===== src/rtl/hbm_pkg.sv =====
`default_nettype none

package hbm_pkg;

  // Default table sizes.
  localparam int LOCAL_NODES_DEF = 8;
  localparam int NET_NODES_DEF   = 8;

  // Field widths.
  localparam int MODE_W   = 2;
  localparam int NODE_W   = 8;
  localparam int AGE_W    = 8;
  localparam int SEQ_W    = 8;
  localparam int ID_W     = 11;
  localparam int PERIOD_W = 16;
  localparam int MAP_W    = 8;
  localparam int CFG_IDX_W  = 3;
  localparam int CFG_DATA_W = 16;

  // Item modes.
  localparam logic [MODE_W-1:0] MODE_TICK  = 2'd0;
  localparam logic [MODE_W-1:0] MODE_LOCAL = 2'd1;
  localparam logic [MODE_W-1:0] MODE_NET   = 2'd2;

  // Configuration register indexes.
  localparam logic [CFG_IDX_W-1:0] REG_NODE_ADDR    = 3'd0;
  localparam logic [CFG_IDX_W-1:0] REG_CLUSTER_ID   = 3'd1;
  localparam logic [CFG_IDX_W-1:0] REG_STALE_LIMIT  = 3'd2;
  localparam logic [CFG_IDX_W-1:0] REG_LOCAL_PERIOD = 3'd3;
  localparam logic [CFG_IDX_W-1:0] REG_AGE_PERIOD   = 3'd4;
  localparam logic [CFG_IDX_W-1:0] REG_NET_PERIOD   = 3'd5;

  // Register reset values.
  localparam logic [3:0]          NODE_ADDR_RST    = 4'd0;
  localparam logic [2:0]          CLUSTER_ID_RST   = 3'd0;
  localparam logic [AGE_W-1:0]    STALE_LIMIT_RST  = 8'd5;
  localparam logic [PERIOD_W-1:0] LOCAL_PERIOD_RST = 16'd300;
  localparam logic [PERIOD_W-1:0] AGE_PERIOD_RST   = 16'd1000;
  localparam logic [PERIOD_W-1:0] NET_PERIOD_RST   = 16'd2000;

  // Heartbeat identifier parts and state reset values.
  localparam logic [ID_W-1:0]  HB_ID_BASE    = 11'h400;
  localparam logic [ID_W-1:0]  HB_ID_FUNC    = 11'h001;
  localparam logic [AGE_W-1:0] AGE_RST       = 8'hFF;
  localparam logic [SEQ_W-1:0] LOCAL_SEQ_RST = 8'd1;
  localparam logic [SEQ_W-1:0] NET_SEQ_RST   = 8'd0;

  // Configuration registers as one bundle.
  typedef struct packed {
    logic [3:0]          node_addr;
    logic [2:0]          cluster_id;
    logic [AGE_W-1:0]    stale_limit;
    logic [PERIOD_W-1:0] local_period;
    logic [PERIOD_W-1:0] age_period;
    logic [PERIOD_W-1:0] net_period;
  } hbm_cfg_t;

  // Events raised by the prescalers for one tick.
  typedef struct packed {
    logic             lsend;
    logic [SEQ_W-1:0] lseq;
    logic             nsend;
    logic [SEQ_W-1:0] nseq;
    logic             lage;
    logic             nage;
  } hbm_evt_t;

endpackage

`default_nettype wire


===== src/rtl/hbm_if.sv =====
`default_nettype none

// Input item channel.
interface hbm_in_if;
  import hbm_pkg::*;
  logic              valid;
  logic              ready;
  logic [MODE_W-1:0] mode;
  logic [NODE_W-1:0] node;
  modport source (output valid, mode, node, input ready);
  modport sink (input valid, mode, node, output ready);
endinterface

// Result item channel.
interface hbm_out_if;
  import hbm_pkg::*;
  logic             valid;
  logic             ready;
  logic [MAP_W-1:0] local_offline;
  logic [MAP_W-1:0] net_offline;
  logic             local_packet_valid;
  logic [ID_W-1:0]  local_packet_id;
  logic [SEQ_W-1:0] local_packet_seq;
  logic             net_packet_valid;
  logic [ID_W-1:0]  net_packet_id;
  logic [SEQ_W-1:0] net_packet_seq;
  modport source (output valid, local_offline, net_offline, local_packet_valid,
                  local_packet_id, local_packet_seq, net_packet_valid,
                  net_packet_id, net_packet_seq, input ready);
  modport sink (input valid, local_offline, net_offline, local_packet_valid,
                local_packet_id, local_packet_seq, net_packet_valid,
                net_packet_id, net_packet_seq, output ready);
endinterface

// Configuration write channel.
interface hbm_cfg_if;
  import hbm_pkg::*;
  logic                  valid;
  logic                  ready;
  logic [CFG_IDX_W-1:0]  index;
  logic [CFG_DATA_W-1:0] data;
  modport source (output valid, index, data, input ready);
  modport sink (input valid, index, data, output ready);
endinterface

`default_nettype wire


===== src/rtl/hbm_timers.sv =====
`default_nettype none

module hbm_timers (
  input  wire logic             clk,
  input  wire logic             rst_n,
  input  wire logic             tick,
  input  wire hbm_pkg::hbm_cfg_t cfg,
  output hbm_pkg::hbm_evt_t     evt
);
  import hbm_pkg::*;

  logic [PERIOD_W-1:0] ltick_r, ltick_nxt, ntick_r, ntick_nxt;
  logic [PERIOD_W-1:0] lage_r, lage_nxt, nage_r, nage_nxt;
  logic [PERIOD_W-1:0] ltick_inc, ntick_inc, lage_inc, nage_inc;
  logic [SEQ_W-1:0]    lseq_r, lseq_nxt, nseq_r, nseq_nxt;
  logic                lfire, nfire, lage_fire, nage_fire, net_on;

  // Each prescaler fires once its incremented count reaches the period.
  always_comb begin
    ltick_inc = ltick_r + 16'd1;
    ntick_inc = ntick_r + 16'd1;
    lage_inc  = lage_r + 16'd1;
    nage_inc  = nage_r + 16'd1;
    lfire     = ltick_inc >= cfg.local_period;
    nfire     = ntick_inc >= cfg.net_period;
    lage_fire = lage_inc >= cfg.age_period;
    nage_fire = nage_inc >= cfg.net_period;
    net_on    = cfg.node_addr == 4'd0;

    ltick_nxt = ltick_r;
    ntick_nxt = ntick_r;
    lage_nxt  = lage_r;
    nage_nxt  = nage_r;
    if (tick) begin
      ltick_nxt = lfire ? '0 : ltick_inc;
      lage_nxt  = lage_fire ? '0 : lage_inc;
      nage_nxt  = nage_fire ? '0 : nage_inc;
      if (net_on) begin
        ntick_nxt = nfire ? '0 : ntick_inc;
      end
    end

    evt.lsend = tick && lfire;
    evt.lseq  = lseq_r;
    evt.nsend = tick && net_on && nfire;
    evt.nseq  = nseq_r;
    evt.lage  = tick && lage_fire;
    evt.nage  = tick && nage_fire;

    lseq_nxt = evt.lsend ? lseq_r + 8'd1 : lseq_r;
    nseq_nxt = evt.nsend ? nseq_r + 8'd1 : nseq_r;
  end

  // Counter and sequence registers.
  always_ff @(posedge clk) begin
    if (!rst_n) begin
      ltick_r <= '0;
      ntick_r <= '0;
      lage_r  <= '0;
      nage_r  <= '0;
      lseq_r  <= LOCAL_SEQ_RST;
      nseq_r  <= NET_SEQ_RST;
    end else begin
      ltick_r <= ltick_nxt;
      ntick_r <= ntick_nxt;
      lage_r  <= lage_nxt;
      nage_r  <= nage_nxt;
      lseq_r  <= lseq_nxt;
      nseq_r  <= nseq_nxt;
    end
  end

endmodule

`default_nettype wire


===== src/rtl/hbm_age_table.sv =====
`default_nettype none

module hbm_age_table #(
  parameter int N  = hbm_pkg::LOCAL_NODES_DEF,
  parameter int IW = (N > 1) ? $clog2(N) : 1
) (
  input  wire logic                    clk,
  input  wire logic                    rst_n,
  input  wire logic                    clr_en,
  input  wire logic [IW-1:0]           clr_idx,
  input  wire logic                    age_en,
  input  wire logic [hbm_pkg::AGE_W-1:0] stale_limit,
  output logic [hbm_pkg::MAP_W-1:0]    offline
);
  import hbm_pkg::*;

  logic [AGE_W-1:0] ages_r   [N];
  logic [AGE_W-1:0] ages_nxt [N];
  logic [AGE_W-1:0] cleared  [N];

  // Clear the addressed node first, then age every node below the limit.
  always_comb begin
    for (int i = 0; i < N; i++) begin
      cleared[i] = (clr_en && (clr_idx == IW'(i))) ? '0 : ages_r[i];
      ages_nxt[i] = (age_en && (cleared[i] < stale_limit)) ? cleared[i] + 8'd1
                                                          : cleared[i];
    end
  end

  // Offline bitmap of the updated ages; only the first eight nodes show.
  always_comb begin
    offline = '0;
    for (int i = 0; i < MAP_W; i++) begin
      if (i < N) begin
        offline[i] = ages_nxt[i] >= stale_limit;
      end
    end
  end

  // Age registers start with every node offline.
  always_ff @(posedge clk) begin
    if (!rst_n) begin
      for (int i = 0; i < N; i++) begin
        ages_r[i] <= AGE_RST;
      end
    end else begin
      for (int i = 0; i < N; i++) begin
        ages_r[i] <= ages_nxt[i];
      end
    end
  end

endmodule

`default_nettype wire


===== src/rtl/heartbeat_sender_and_node_monitor_unit.sv =====
// An accepted item waits in the input register and is loaded into the result register as
// soon as that register is empty or its result is being taken.
// Throughput is one item per cycle while the receiver takes each result. All prescalers,
// sequences and age tables update in the cycle the item leaves the input register.
// Reset (rst_n low, synchronous) restores the register defaults, zeroes the
// prescalers, sets the sequences to 1 and 0 and marks every node offline.
`default_nettype none

module heartbeat_sender_and_node_monitor_unit #(
  parameter int LOCAL_NODES = hbm_pkg::LOCAL_NODES_DEF,
  parameter int NET_NODES   = hbm_pkg::NET_NODES_DEF
) (
  input wire logic  clk,
  input wire logic  rst_n,
  hbm_in_if.sink    in_bus,
  hbm_out_if.source out_bus,
  hbm_cfg_if.sink   cfg_bus
);
  import hbm_pkg::*;

  localparam int LIW = (LOCAL_NODES > 1) ? $clog2(LOCAL_NODES) : 1;
  localparam int NIW = (NET_NODES > 1) ? $clog2(NET_NODES) : 1;

  hbm_cfg_t          cfg_r;
  logic              in_vld_r;
  logic [MODE_W-1:0] mode_r;
  logic [NODE_W-1:0] node_r;
  logic              out_vld_r;
  logic              adv, proc_en, in_acc, tick;
  hbm_evt_t          evt;
  logic              lclr_en, nclr_en;
  logic [LIW-1:0]    lclr_idx;
  logic [NIW-1:0]    nclr_idx;
  logic [MAP_W-1:0]  loff, noff;
  logic [ID_W-1:0]   lid, nid;

  // Configuration writes are always taken.
  assign cfg_bus.ready = 1'b1;

  always_ff @(posedge clk) begin
    if (!rst_n) begin
      cfg_r.node_addr    <= NODE_ADDR_RST;
      cfg_r.cluster_id   <= CLUSTER_ID_RST;
      cfg_r.stale_limit  <= STALE_LIMIT_RST;
      cfg_r.local_period <= LOCAL_PERIOD_RST;
      cfg_r.age_period   <= AGE_PERIOD_RST;
      cfg_r.net_period   <= NET_PERIOD_RST;
    end else if (cfg_bus.valid) begin
      unique case (cfg_bus.index)
        REG_NODE_ADDR:    cfg_r.node_addr    <= cfg_bus.data[3:0];
        REG_CLUSTER_ID:   cfg_r.cluster_id   <= cfg_bus.data[2:0];
        REG_STALE_LIMIT:  cfg_r.stale_limit  <= cfg_bus.data[AGE_W-1:0];
        REG_LOCAL_PERIOD: cfg_r.local_period <= cfg_bus.data;
        REG_AGE_PERIOD:   cfg_r.age_period   <= cfg_bus.data;
        REG_NET_PERIOD:   cfg_r.net_period   <= cfg_bus.data;
        default: ;
      endcase
    end
  end

  // Handshake: the input register moves on whenever the result register frees.
  assign adv          = !out_vld_r || out_bus.ready;
  assign proc_en      = in_vld_r && adv;
  assign in_bus.ready = !in_vld_r || adv;
  assign in_acc       = in_bus.valid && in_bus.ready;
  assign tick         = proc_en && (mode_r == MODE_TICK);

  always_ff @(posedge clk) begin
    if (!rst_n) begin
      in_vld_r <= 1'b0;
    end else if (in_acc) begin
      in_vld_r <= 1'b1;
    end else if (proc_en) begin
      in_vld_r <= 1'b0;
    end
  end

  always_ff @(posedge clk) begin
    if (in_acc) begin
      mode_r <= in_bus.mode;
      node_r <= in_bus.node;
    end
  end

  hbm_timers u_timers (
    .clk   (clk),
    .rst_n (rst_n),
    .tick  (tick),
    .cfg   (cfg_r),
    .evt   (evt)
  );

  // Clear own address on a local send, own cluster on net aging, else the heard node.
  always_comb begin
    lclr_en  = 1'b0;
    lclr_idx = node_r[LIW-1:0];
    nclr_en  = 1'b0;
    nclr_idx = node_r[NIW-1:0];
    if (tick) begin
      lclr_en  = evt.lsend && ({1'b0, cfg_r.node_addr} < 5'(LOCAL_NODES));
      lclr_idx = cfg_r.node_addr[LIW-1:0];
      nclr_en  = evt.nage && ({1'b0, cfg_r.cluster_id} < 4'(NET_NODES));
      nclr_idx = cfg_r.cluster_id[NIW-1:0];
    end else if (proc_en && (mode_r == MODE_LOCAL)) begin
      lclr_en = node_r < NODE_W'(LOCAL_NODES);
    end else if (proc_en && (mode_r == MODE_NET)) begin
      nclr_en = node_r < NODE_W'(NET_NODES);
    end
  end

  hbm_age_table #(
    .N  (LOCAL_NODES),
    .IW (LIW)
  ) u_local_ages (
    .clk         (clk),
    .rst_n       (rst_n),
    .clr_en      (lclr_en),
    .clr_idx     (lclr_idx),
    .age_en      (evt.lage),
    .stale_limit (cfg_r.stale_limit),
    .offline     (loff)
  );

  hbm_age_table #(
    .N  (NET_NODES),
    .IW (NIW)
  ) u_net_ages (
    .clk         (clk),
    .rst_n       (rst_n),
    .clr_en      (nclr_en),
    .clr_idx     (nclr_idx),
    .age_en      (evt.nage),
    .stale_limit (cfg_r.stale_limit),
    .offline     (noff)
  );

  // Packet identifiers; the network packet carries node address zero.
  assign lid = HB_ID_BASE | HB_ID_FUNC | (ID_W'(cfg_r.node_addr) << 3)
             | (ID_W'(cfg_r.cluster_id) << 7);
  assign nid = HB_ID_BASE | HB_ID_FUNC | (ID_W'(cfg_r.cluster_id) << 7);

  // Result register.
  always_ff @(posedge clk) begin
    if (!rst_n) begin
      out_vld_r <= 1'b0;
    end else if (proc_en) begin
      out_vld_r <= 1'b1;
    end else if (out_bus.ready) begin
      out_vld_r <= 1'b0;
    end
  end

  always_ff @(posedge clk) begin
    if (proc_en) begin
      out_bus.local_offline      <= loff;
      out_bus.net_offline        <= noff;
      out_bus.local_packet_valid <= evt.lsend;
      out_bus.local_packet_id    <= evt.lsend ? lid : '0;
      out_bus.local_packet_seq   <= evt.lsend ? evt.lseq : '0;
      out_bus.net_packet_valid   <= evt.nsend;
      out_bus.net_packet_id      <= evt.nsend ? nid : '0;
      out_bus.net_packet_seq     <= evt.nsend ? evt.nseq : '0;
    end
  end

  assign out_bus.valid = out_vld_r;

  // Every item taken from the input register yields a result on the next cycle.
  a_result_follows: assert property (@(posedge clk) disable iff (!rst_n)
    proc_en |=> out_vld_r)
    else $error("processed item left no result");

  // Network heartbeats are sent only by node address zero.
  a_net_send_owner: assert property (@(posedge clk) disable iff (!rst_n)
    evt.nsend |-> (cfg_r.node_addr == 4'd0) && tick)
    else $error("network heartbeat from a non-zero node address");

  // A result without a local packet carries a zero id and sequence.
  a_local_idle_zero: assert property (@(posedge clk) disable iff (!rst_n)
    (out_vld_r && !out_bus.local_packet_valid) |->
      (out_bus.local_packet_id == '0) && (out_bus.local_packet_seq == '0))
    else $error("local packet fields set without a packet");

endmodule

`default_nettype wire


===== src/flat_wrapper.sv =====
// flat-port wrapper written by rule: the top's interface ports become plain ports
module heartbeat_sender_and_node_monitor_unit_flat import hbm_pkg::*;
#(
  parameter int LOCAL_NODES = hbm_pkg::LOCAL_NODES_DEF,
  parameter int NET_NODES   = hbm_pkg::NET_NODES_DEF
)
  (clk, rst_n, in_bus_valid, in_bus_mode, in_bus_node, in_bus_ready, out_bus_valid, out_bus_local_offline, out_bus_net_offline, out_bus_local_packet_valid, out_bus_local_packet_id, out_bus_local_packet_seq, out_bus_net_packet_valid, out_bus_net_packet_id, out_bus_net_packet_seq, out_bus_ready, cfg_bus_valid, cfg_bus_index, cfg_bus_data, cfg_bus_ready);
  hbm_in_if in_bus_i ();
  hbm_out_if out_bus_i ();
  hbm_cfg_if cfg_bus_i ();
  input wire logic clk;
  input wire logic rst_n;
  input wire logic [$bits(in_bus_i.valid)-1:0] in_bus_valid;
  input wire logic [$bits(in_bus_i.mode)-1:0] in_bus_mode;
  input wire logic [$bits(in_bus_i.node)-1:0] in_bus_node;
  output wire logic [$bits(in_bus_i.ready)-1:0] in_bus_ready;
  output wire logic [$bits(out_bus_i.valid)-1:0] out_bus_valid;
  output wire logic [$bits(out_bus_i.local_offline)-1:0] out_bus_local_offline;
  output wire logic [$bits(out_bus_i.net_offline)-1:0] out_bus_net_offline;
  output wire logic [$bits(out_bus_i.local_packet_valid)-1:0] out_bus_local_packet_valid;
  output wire logic [$bits(out_bus_i.local_packet_id)-1:0] out_bus_local_packet_id;
  output wire logic [$bits(out_bus_i.local_packet_seq)-1:0] out_bus_local_packet_seq;
  output wire logic [$bits(out_bus_i.net_packet_valid)-1:0] out_bus_net_packet_valid;
  output wire logic [$bits(out_bus_i.net_packet_id)-1:0] out_bus_net_packet_id;
  output wire logic [$bits(out_bus_i.net_packet_seq)-1:0] out_bus_net_packet_seq;
  input wire logic [$bits(out_bus_i.ready)-1:0] out_bus_ready;
  input wire logic [$bits(cfg_bus_i.valid)-1:0] cfg_bus_valid;
  input wire logic [$bits(cfg_bus_i.index)-1:0] cfg_bus_index;
  input wire logic [$bits(cfg_bus_i.data)-1:0] cfg_bus_data;
  output wire logic [$bits(cfg_bus_i.ready)-1:0] cfg_bus_ready;
  assign in_bus_i.valid = in_bus_valid;
  assign in_bus_i.mode = in_bus_mode;
  assign in_bus_i.node = in_bus_node;
  assign in_bus_ready = in_bus_i.ready;
  assign out_bus_valid = out_bus_i.valid;
  assign out_bus_local_offline = out_bus_i.local_offline;
  assign out_bus_net_offline = out_bus_i.net_offline;
  assign out_bus_local_packet_valid = out_bus_i.local_packet_valid;
  assign out_bus_local_packet_id = out_bus_i.local_packet_id;
  assign out_bus_local_packet_seq = out_bus_i.local_packet_seq;
  assign out_bus_net_packet_valid = out_bus_i.net_packet_valid;
  assign out_bus_net_packet_id = out_bus_i.net_packet_id;
  assign out_bus_net_packet_seq = out_bus_i.net_packet_seq;
  assign out_bus_i.ready = out_bus_ready;
  assign cfg_bus_i.valid = cfg_bus_valid;
  assign cfg_bus_i.index = cfg_bus_index;
  assign cfg_bus_i.data = cfg_bus_data;
  assign cfg_bus_ready = cfg_bus_i.ready;
  heartbeat_sender_and_node_monitor_unit #(.LOCAL_NODES(LOCAL_NODES), .NET_NODES(NET_NODES)) u_core (.clk(clk), .rst_n(rst_n), .in_bus(in_bus_i), .out_bus(out_bus_i), .cfg_bus(cfg_bus_i));
endmodule

===== config.mk =====
export PLATFORM = sky130hd
export DESIGN_NAME = heartbeat_sender_and_node_monitor_unit_flat
export DESIGN_NICKNAME = d
export VERILOG_FILES = /design/src/rtl/hbm_pkg.sv /design/src/rtl/hbm_if.sv /design/src/rtl/hbm_timers.sv /design/src/rtl/hbm_age_table.sv /design/src/rtl/heartbeat_sender_and_node_monitor_unit.sv /design/src/flat_wrapper.sv
export SDC_FILE = /design/constraint.sdc
export NUM_CORES = 1
export LEC_CHECK = 0
export ABC_AREA = 1
export BUFFER_PORTS_ARGS = -buffer_cell sky130_fd_sc_hd__buf_4
export CAP_MARGIN = 30
export CORE_MARGIN = 4
export CORE_UTILIZATION = 45
export CTS_CLUSTER_DIAMETER = 40
export CTS_CLUSTER_SIZE = 20
export DETAILED_ROUTE_END_ITERATION = 8
export SYNTH_ARGS = -nofsm -noshare
export SYNTH_HDL_FRONTEND = slang
export SYNTH_SLANG_ARGS = --single-unit
export TNS_END_PERCENT = 100

===== constraint.sdc =====
create_clock -name clk -period 5.8 [get_ports clk]
set_input_delay 0.29 -clock clk [delete_from_list [all_inputs] [get_ports clk]]
set_output_delay 0.29 -clock clk [all_outputs]
set_load 0.03 [all_outputs]

==> impl_metrics.env, run 1 <==
export IMPL_hold_viol=0
export IMPL_vias=22920
export IMPL_place_inst=4245
export IMPL_finalMaxSlewViolations=0
export IMPL_drc=0
export IMPL_area_delta_synth_final_pct=39.68
export IMPL_drt_iter0_markers=1080
export IMPL_cts_num_sinks=328
export IMPL_synth_compound_area_share_pct=11.06
export IMPL_grt_pass1_wl_mm=111.5
export IMPL_cts_tree="yes"
export IMPL_p_leak_nw=15.43
export IMPL_antenna_found_initial=0
export IMPL_cp_slowest_cell="dfxtp_4"
export IMPL_vdd_ir_drop_worst_mv=0.2225
export IMPL_cts_made_buffers=68
export IMPL_place_detailed_hpwl_mm=46.55
export IMPL_grt_pass1_vias=22840
export IMPL_finalWirelength_mm=69.14
export IMPL_yosys_area_share_simple_pct=27.20
export IMPL_start_util_pct=45.49
export IMPL_maxCapViolations=0
export IMPL_core_rowCount=83
export IMPL_fin_crit_ns=6.118
export IMPL_slew_headroom_pct=33.89
export IMPL_ys_warn_count=0
export IMPL_yosys_area_share_adder_pct=17.44
export IMPL_most_common_layout_cells="782 x nand2_1, 525 x buf_4, 419 x inv_1, 276 x ha_1, 265 x dfxtp_1"
export IMPL_synth_top_family_by_area="simple AND/OR/NAND/NOR gates"
export IMPL_vias_per_cell=5.071
export IMPL_holdWs_ns=0.02519
export IMPL_violations="negative setup slack"
export IMPL_insertion_delay_ns=0.61
export IMPL_top_level_ports=93
export IMPL_die_w_um=236.0
export IMPL_finalNonFillerCells=4519
export IMPL_cp_slowest_stage_delay_ns=0.37
export IMPL_syn_area_um2=23380
export IMPL_critPathMaxFanout=7
export IMPL_critPathArrivalTime_ns=6.45
export IMPL_core_um2=51410
export IMPL_routedWlPerCell_um=15.30
export IMPL_drive_gt1_share_pct=26.80
export IMPL_tns_ns=-2.746
export IMPL_startpoint_type="flip-flop"
export IMPL_setup_viol=15
export IMPL_yosysUniqueCellTypes=43
export IMPL_hold_class="primary input to flip-flop"
export IMPL_crit_top_cell="o21a_1"
export IMPL_final_util_pct=63.54
export IMPL_final_cell_area_um2=32660
export IMPL_placed_cell_area_um2=27460
export IMPL_synth_seq_area_share_pct=30.44
export IMPL_dieArea_um2=55670
export IMPL_power_total_mw=6.880
export IMPL_fin_skew_ns=0.03164
export IMPL_post_route_period_util_pct=105.5
export IMPL_synth_edf_count=55
export IMPL_fmax_ghz=0.1635
export IMPL_cts_root_buf="clkbuf_16"
export IMPL_power_density_nw_per_um2=210.7
export IMPL_rsz0062_at_grt="true"
export IMPL_setup_ws_ns=-0.3180
export IMPL_gp_congestion=0.8888
export IMPL_port_buffers=83
export IMPL_ys_flop_type="dfxtp_1"
export IMPL_syn_area_per_cell_um2=7.302
export IMPL_crit_type="flip-flop to flip-flop"
export IMPL_synth_seq_cells=328
export IMPL_synth_xor_area_share_pct=4.795
export IMPL_clkTransAtPathRegs_ns=0.06
export IMPL_pre_cts_ws_ns=-0.3455
export IMPL_grt_max_degree=125
export IMPL_final_common_cell="nand2_1"
export IMPL_end_kind="flip-flop"
export IMPL_track_usage_pct=24.03
export IMPL_worstMarginPinSlew_ns=0.9840
export IMPL_critPathRequiredTime_ns=6.14
export IMPL_syn_inst=3202
export IMPL_chipHeight_um=236.0
export IMPL_layout_nets=4143
export IMPL_status="complete, but fails checks"
export IMPL_grt_overflow_total=0
export IMPL_htree_num_levels=3
export IMPL_synthMuxAreaShare_pct=0
export IMPL_drt_antenna_violating_nets=0
export IMPL_async_flop_share_pct=0
export IMPL_clk_path_buf_depth=3
export IMPL_antenna_cells=0
export IMPL_dr_pass1_iters=5
cell type report:
class	instances	area, um^2
clock inverters	40	480.5
flip-flops and latches	328	7137
well taps	680	850.8
inverters	466	1790
clock buffers	86	1852
fillers	4383	18740
repair buffers	575	4567
multi-input cells	2344	15980
where the power goes:
part	switching [mW]	internal [mW]	total [mW]
Sequential	0.0193	2.36	2.37
Combinational	0.346	0.208	0.554
Clock	1.38	2.57	3.95
Total	1.75	5.13	6.88
sequential cells by signal, indices dropped and copies added (netlist names), 8 cells and up:
name	cells
u_core.u_net_ages.ages_r	64
u_core.out_bus.local_packet_id	8
u_core.out_bus.local_packet_seq	8
u_core.cfg_r	63
u_core.u_timers.lage_r	16
u_core.u_timers.ltick_r	16
u_core.u_timers.ntick_r	16
u_core.out_bus.local_offline	8
u_core.u_timers.nseq_r	8
u_core.u_timers.lseq_r	8
u_core.out_bus.net_packet_seq	8
u_core.u_timers.nage_r	16
u_core.node_r	8
u_core.u_local_ages.ages_r	64
u_core.out_bus.net_offline	8
synthesized netlist by cell type, drive strengths merged, types with 2 or more instances:
| library cell | count | area [um^2] |
|---|---|---|
| dfxtp | 273 | 5465 |
| nand2 | 913 | 3682 |
| o211ai | 18 | 135.1 |
| a21boi | 2 | 15.01 |
| xor2 | 122 | 1069 |
| conb | 2 | 7.510 |
| xnor2 | 6 | 52.55 |
| a22oi | 6 | 45.04 |
| buf | 28 | 195.2 |
| o21ai | 87 | 450.4 |
| o21a | 97 | 728.2 |
| clkbuf | 42 | 157.7 |
| a2111oi | 16 | 240.2 |
| ha | 326 | 4079 |
| nand3 | 273 | 1379 |
| nor2 | 189 | 726.9 |
| o21bai | 2 | 15.01 |
| inv | 464 | 1742 |
| edfxtp | 55 | 1652 |
| nor3b | 8 | 60.06 |
| and2 | 21 | 131.4 |
| a211oi | 12 | 90.09 |
| clkinv | 2 | 8.750 |
| nand4 | 27 | 175.2 |
| a21oi | 169 | 857.1 |
| nor3 | 39 | 200.2 |
final timing paths:
kind | to | slack, ns | startpoint | cells past startpoint
max reg2reg | u_core.out_bus.net_offline[1] | -0.32 | u_core.u_timers.nage_r[1] | 39
min | u_core.cfg_r[31] | 0.03 | cfg_bus_data[15] | 3
min reg2reg | u_core.cfg_r[52] | 0.44 | u_core.cfg_r[52] | 2
max | u_core.out_bus.net_offline[1] | -0.32 | u_core.u_timers.nage_r[1] | 39
kinds of logic after synthesis:
logic type / count (synthesis)
XOR/XNOR: 128
other: 2
AO/OA/AOI/OAI: 410
adder cells (fa/ha/maj): 326
buffers and inverters: 537
AND/OR/NAND/NOR: 1471
flip-flops: 328
per-layer routing:
metal	part of all wire, %	track usage [%]	up-vias
met3	4.2	4.045	192
met4	4.0	9.432	0
met2	48	42.38	502
met1	43	29.20	10620
li1	-	-	11610
met5	0	0	-
critical path: cells and delay by family, from the launching register on:
| kind | cells | cell delay, ns |
|---|---|---|
| fa+ha+maj | 4 | 0.83 |
| simple gates | 19 | 1.99 |
| xor+xnor | 1 | 0.21 |
| flops | 1 | 0.37 |
| buf+inv | 5 | 0.61 |
| compound gates | 10 | 1.83 |
what timing repair did:
action | 4_1_cts | 5_1_grt
setup buffers | 94 | 47
gates cloned | 0 | 1
hold buffers | 22 | 0
endpoints found under the hold margin | 32 | 0
resized for setup | 178 | 199
pin swaps | 105 | 148
setup endpoints to repair | 16 | 19
(Power assumes the default switching activity.)
==> inputs of run 2 (changes only) <==
--- a/config.mk
+++ b/config.mk
@@ -5,7 +5,6 @@
 export SDC_FILE = /design/constraint.sdc
 export NUM_CORES = 1
 export LEC_CHECK = 0
-export ABC_AREA = 1
 export BUFFER_PORTS_ARGS = -buffer_cell sky130_fd_sc_hd__buf_4
 export CAP_MARGIN = 30
 export CORE_MARGIN = 4
==> impl_metrics.env, run 2 <==
export IMPL_status="complete, but fails checks"
export IMPL_violations="negative setup slack"
export IMPL_syn_area_um2=23420
export IMPL_power_total_mw=6.707
export IMPL_cts_made_buffers=69
export IMPL_layout_nets=3696
export IMPL_power_density_nw_per_um2=202.2
export IMPL_final_common_cell="buf_4"
export IMPL_timing_rr_end="u_core.out_bus.net_offline[2]"
export IMPL_area_delta_synth_final_pct=41.60
export IMPL_synth_seq_cells=328
export IMPL_worstMarginPinSlew_ns=1.123
export IMPL_routedWlPerCell_um=18.21
export IMPL_async_flop_share_pct=0
export IMPL_holdPathEnd="u_core.cfg_r[3]"
export IMPL_critPathMaxFanout=7
export IMPL_end_kind="flip-flop"
export IMPL_setup_ws_ns=-0.4194
export IMPL_yosysUniqueCellTypes=78
export IMPL_final_util_pct=64.51
export IMPL_tns_ns=-5.124
export IMPL_chipHeight_um=236.1
export IMPL_cp_slowest_stage_delay_ns=0.44
export IMPL_crit_type="flip-flop to flip-flop"
export IMPL_maxCapViolations=0
export IMPL_fmax_ghz=0.1608
export IMPL_vias_per_cell=5.553
export IMPL_core_um2=51410
export IMPL_insertion_delay_ns=0.59
export IMPL_top_level_ports=93
export IMPL_port_buffers=83
export IMPL_cts_root_buf="clkbuf_16"
export IMPL_dr_pass1_iters=5
export IMPL_ys_top_cells_by_area="dfxtp_1 23%, ha_1 17%, edfxtp_1 7.1%"
export IMPL_finalNonFillerCells=4069
export IMPL_critPathRequiredTime_ns=6.15
export IMPL_track_usage_pct=25.55
export IMPL_synth_seq_area_share_pct=30.39
export IMPL_ys_flop_type="dfxtp_1"
export IMPL_reg2reg_setup_slack_ns=-0.42
export IMPL_clk_path_buf_depth=3
export IMPL_syn_inst=2780
export IMPL_hold_viol=0
export IMPL_startpoint_type="flip-flop"
export IMPL_drc=0
export IMPL_yosysMostFrequentCell="ha_1"
export IMPL_synth_edf_count=55
export IMPL_slew_headroom_pct=25.08
export IMPL_antenna_cells=0
export IMPL_grt_overflow_total=0
export IMPL_syn_area_per_cell_um2=8.424
export IMPL_critPathArrivalTime_ns=6.57
export IMPL_cts_num_sinks=328
export IMPL_grt_max_degree=78
export IMPL_most_common_layout_cells="510 x buf_4, 290 x nand2_1, 265 x dfxtp_1, 255 x ha_1, 177 x nor2_1"
export IMPL_core_rowCount=83
export IMPL_cp_slowest_cell="or4_4"
export IMPL_p_leak_nw=14.24
export IMPL_htree_num_levels=3
export IMPL_ys_warn_count=0
export IMPL_gp_congestion=0.9153
export IMPL_vdd_ir_drop_worst_mv=0.1922
export IMPL_drt_antenna_violating_nets=0
export IMPL_r2r_start="u_core.u_timers.nage_r[3]"
export IMPL_start_util_pct=45.56
export IMPL_antenna_found_initial=0
export IMPL_die_w_um=236.1
export IMPL_min_delay_start="cfg_bus_data[3]"
export IMPL_synth_top_area_share_pct=23.34
export IMPL_place_detailed_hpwl_mm=48.80
export IMPL_reg2reg_depth=33
export IMPL_grt_pass1_vias=22880
export IMPL_hold_class="primary input to flip-flop"
export IMPL_place_inst=3776
export IMPL_ys_top_cells_by_count="326 x ha_1, 321 x nand2_1, 273 x dfxtp_1"
export IMPL_post_route_period_util_pct=107.2
export IMPL_cts_tree="yes"
export IMPL_yosysTopAreaCell="dfxtp_1"
export IMPL_clkTransAtPathRegs_ns=0.06
export IMPL_top_regs="u_core.u_local_ages.ages_r x64, u_core.u_net_ages.ages_r x64, u_core.cfg_r x63"
export IMPL_grt_pass1_wl_mm=118.2
export IMPL_setup_viol=16
export IMPL_drt_iter0_markers=1365
export IMPL_fin_crit_ns=6.219
export IMPL_drive_gt1_share_pct=32.55
export IMPL_min_path_cells=3
export IMPL_dieArea_um2=55760
export IMPL_fin_skew_ns=0.03360
export IMPL_rsz0062_at_grt="true"
export IMPL_finalWirelength_mm=74.10
export IMPL_vias=22600
export IMPL_finalMaxSlewViolations=0
## run 2: per-stage QoR
stage | setup slack, ns | cell area, um^2 | hold slack, ns
final | -0.4194 | 33160 | 0.04214
after global routing | -0.7232 | 33160 | 0.01834
after CTS | -0.4090 | 32130 | 0.007593
after detailed placement | -0.5336 | 27480 | 0.4518
after global placement | -0.4146 | 27420 | 0.4446
after floorplan | -0.4257 | 23930 | 0.3889
## run 2: routing by layer
metal	vias up	track usage (%)	wire length, um
li1	11020	-	-
met1	10850	33.05	32750
met2	567	43.74	35600
met3	159	3.765	3752
met4	0	8.740	2001
met5	-	0	0
## run 2: worst max path at each step
stage                                    startpoint                             to  slack [ns]  cells after the start
after CTS                 u_core.u_timers.nage_r[3]  u_core.out_bus.net_offline[2]       -0.41                     30
after global routing      u_core.u_timers.nage_r[3]  u_core.out_bus.net_offline[2]       -0.72                     33
after detailed placement  u_core.u_timers.nage_r[5]  u_core.out_bus.net_offline[1]       -0.53                     31
final                     u_core.u_timers.nage_r[3]  u_core.out_bus.net_offline[2]       -0.42                     33
after floorplan           u_core.u_timers.nage_r[2]  u_core.out_bus.net_offline[5]       -0.43                     31
after global placement    u_core.u_timers.nage_r[5]  u_core.out_bus.net_offline[5]       -0.41                     31
## run 2: critical path, delay by kind of cell, from the launching register on
family                   cells  cell delay, ns
AND/OR/NAND/NOR             13            2.10
AO/OA/AOI/OAI                9            1.67
adder cells (fa/ha/maj)      3            0.83
buffers and inverters        6            0.77
flip-flops                   1            0.33
XOR/XNOR                     2            0.25
## run 2: cells by family after synthesis
kind of cell,count (synthesis),synth area share (%)
fa+ha+maj,326,17.42
buf+inv,251,4.327
simple gates,1106,23.74
flops,328,30.39
other cells,2,0.03207
compound gates,551,15.56
mux,55,2.511
xor+xnor,161,6.021
## run 2: repair_timing
item | 4_1_cts | 5_1_grt
setup endpoints to repair | 16 | 28
hold endpoints to repair | 48 | 0
buffers inserted | 122 | 37
cloned | 3 | 0
hold buffers | 24 | 0
pin swaps | 218 | 139
resized for setup | 233 | 183
## run 2: power by group
group	internal [mW]	switching, mW	total [mW]	leakage, nW
registers	2.34	0.0181	2.36	2.72
clock network	2.59	1.35	3.94	1.12
logic	0.146	0.264	0.410	10.4
total	5.08	1.63	6.71	14.2
## run 2: layout make-up
type,instances,area [um^2]
Sequential cell,328,7132
Timing Repair Buffer,586,4697
Fill cell,4104,18240
Clock inverter,35,389.1
Multi-Input combinational cell,2208,17640
Tap cell,680,850.8
Clock buffer,89,1904
Inverter,143,549.3
==> inputs of run 3 (changes only) <==
--- a/config.mk
+++ b/config.mk
@@ -8,10 +8,12 @@
 export BUFFER_PORTS_ARGS = -buffer_cell sky130_fd_sc_hd__buf_4
 export CAP_MARGIN = 30
 export CORE_MARGIN = 4
-export CORE_UTILIZATION = 45
+export CORE_UTILIZATION = 50
 export CTS_CLUSTER_DIAMETER = 40
 export CTS_CLUSTER_SIZE = 20
 export DETAILED_ROUTE_END_ITERATION = 8
+export HOLD_SLACK_MARGIN = 0.15
+export PLACE_DENSITY = 0.69
 export SYNTH_ARGS = -nofsm -noshare
 export SYNTH_HDL_FRONTEND = slang
 export SYNTH_SLANG_ARGS = --single-unit
==> impl_metrics.env, run 3 (synthesis results as in run 2) <==
export IMPL_status="complete, but fails checks"
export IMPL_violations="negative setup slack"
export IMPL_placed_cell_area_um2=27370
export IMPL_reg2reg_depth=30
export IMPL_top_level_ports=93
export IMPL_cp_slowest_cell="or4_4"
export IMPL_grt_max_degree=91
export IMPL_die_w_um=224.4
export IMPL_critPathArrivalTime_ns=6.75
export IMPL_most_common_layout_cells="498 x buf_4, 283 x nand2_1, 265 x dfxtp_1, 261 x ha_1, 177 x nor2_1"
export IMPL_clk_path_buf_depth=3
export IMPL_fin_crit_ns=6.395
export IMPL_grt_overflow_total=0
export IMPL_vias_per_cell=5.852
export IMPL_fin_skew_ns=0.03721
export IMPL_gp_congestion=0.9334
export IMPL_setup_ws_ns=-0.5947
export IMPL_startpoint_type="flip-flop"
export IMPL_power_density_nw_per_um2=191.3
export IMPL_vias=23220
export IMPL_seq_power_share_pct=37.7
export IMPL_final_common_cell="buf_4"
export IMPL_insertion_delay_ns=0.63
export IMPL_routedWlPerCell_um=19.04
export IMPL_layout_nets=3674
export IMPL_setup_viol=16
export IMPL_cts_root_buf="clkbuf_16"
export IMPL_hold_class="primary input to flip-flop"
export IMPL_endpoint="u_core.out_bus.local_offline[6]"
export IMPL_hold_viol=0
export IMPL_drt_iter0_markers=1816
export IMPL_area_delta_synth_final_pct=39.61
export IMPL_timing_rr_end="u_core.out_bus.local_offline[6]"
export IMPL_reg2reg_setup_slack_ns=-0.59
export IMPL_cts_tree="yes"
export IMPL_finalWirelength_mm=75.52
export IMPL_drc=0
export IMPL_core_rowCount=79
export IMPL_fmax_ghz=0.1564
export IMPL_critPathMaxFanout=5
export IMPL_drt_antenna_violating_nets=0
export IMPL_clkTransAtPathRegs_ns=0.06
export IMPL_top_regs="u_core.u_local_ages.ages_r x64, u_core.u_net_ages.ages_r x64, u_core.cfg_r x63"
export IMPL_dr_pass1_iters=5
export IMPL_post_route_period_util_pct=110.3
export IMPL_cts_made_buffers=55
export IMPL_cp_startpoint="u_core.u_timers.ltick_r[0]"
export IMPL_min_delay_start="cfg_bus_index[0]"
export IMPL_tns_ns=-6.882
export IMPL_cp_slowest_stage_delay_ns=0.46
export IMPL_antenna_found_initial=0
export IMPL_switching_share_pct=25.80
export IMPL_combPwrFrac_pct=6.7
export IMPL_dieArea_um2=50370
export IMPL_core_um2=46460
export IMPL_fill_cells=3333
export IMPL_p_leak_nw=14.14
export IMPL_track_usage_pct=28.07
export IMPL_grt_pass1_vias=23440
export IMPL_slew_headroom_pct=33.20
export IMPL_chipHeight_um=224.4
export IMPL_vdd_ir_drop_worst_mv=0.2189
export IMPL_htree_num_levels=2
export IMPL_cts_num_sinks=328
export IMPL_rsz0062_at_grt="true"
export IMPL_end_kind="flip-flop"
export IMPL_clockPowerShare_pct=55.6
export IMPL_p_switching_mw=1.614
export IMPL_finalMaxSlewViolations=0
export IMPL_drive_gt1_share_pct=32.14
export IMPL_crit_type="flip-flop to flip-flop"
export IMPL_power_internal_mw=4.642
export IMPL_final_cell_area_um2=32700
export IMPL_worstMarginPinSlew_ns=1.002
export IMPL_place_detailed_hpwl_mm=47.88
export IMPL_antenna_cells=0
export IMPL_maxCapViolations=0
export IMPL_port_buffers=83
export IMPL_grt_pass1_wl_mm=116.7
export IMPL_critPathRequiredTime_ns=6.15
export IMPL_r2r_start="u_core.u_timers.ltick_r[0]"
export IMPL_start_util_pct=50.41
run 3: repair_timing:
action,in CTS,in global routing
buffers inserted,119,28
setup endpoints to repair,16,27
hold buffers,29,0
gates cloned,1,0
resized for setup,238,153
pin swaps,191,151
endpoints found under the hold margin,74,0
run 3: layout make-up:
type / count / area (um^2) / area share (%)
Tap cell: 607 / 759.5 / 2.323
Clock buffer: 62 / 1506 / 4.607
Clock inverter: 41 / 494.2 / 1.512
Multi-Input combinational cell: 2208 / 17510 / 53.54
Inverter: 143 / 544.3 / 1.665
Sequential cell: 328 / 7132 / 21.81
Timing Repair Buffer: 578 / 4755 / 14.54
run 3: stage by stage:
step | cells | util, % | power (mW) | hold slack (ns) | setup slack (ns)
after floorplan | 2787 | - | 2.619 | 0.3889 | -0.4257
after global placement | 3696 | 58.88 | 2.750 | 0.4440 | -0.4271
after detailed placement | 3698 | 58.92 | 2.763 | 0.4494 | -0.6006
after CTS | 3946 | 68.25 | 6.264 | 0.1821 | -0.4719
after global routing | 3967 | 70.38 | 6.441 | 0.2413 | -0.7751
final | 3967 | 70.38 | 6.256 | 0.2127 | -0.5947
run 3: per-layer routing:
layer  share of wire, %  track usage, %  up-vias
met5                  0               0        -
met4                4.2           12.45        0
met3                5.9           5.181      255
met2                 49           48.23      797
met1                 41           34.45    11210
li1                   -               -    10950
run 3: critical path, delay by kind of cell, from the launching register on:
kind,cells,cell delay [ns]
multiplexers,1,0.35
flip-flops,1,0.38
AO/OA/AOI/OAI,11,2.17
buffers and inverters,3,0.40
AND/OR/NAND/NOR,11,1.78
adder cells (fa/ha/maj),3,0.83
XOR/XNOR,1,0.18
run 3: how the worst min path moves through the flow:
stage | to | depth (start not counted)
after floorplan | u_core.mode_r[0] | 0
after global placement | u_core.cfg_r[36] | 2
after detailed placement | u_core.cfg_r[5] | 2
after CTS | u_core.cfg_r[43] | 5
after global routing | u_core.cfg_r[42] | 5
final | u_core.cfg_r[43] | 5
run 3: power by group through the flow:
stage	Sequential [mW]	Combinational, mW	Clock [mW]
after floorplan	2.42	0.203	0
final	2.36	0.417	3.48
after global placement	2.41	0.345	0
after detailed placement	2.41	0.356	0
after CTS	2.36	0.390	3.52
after global routing	2.36	0.449	3.63
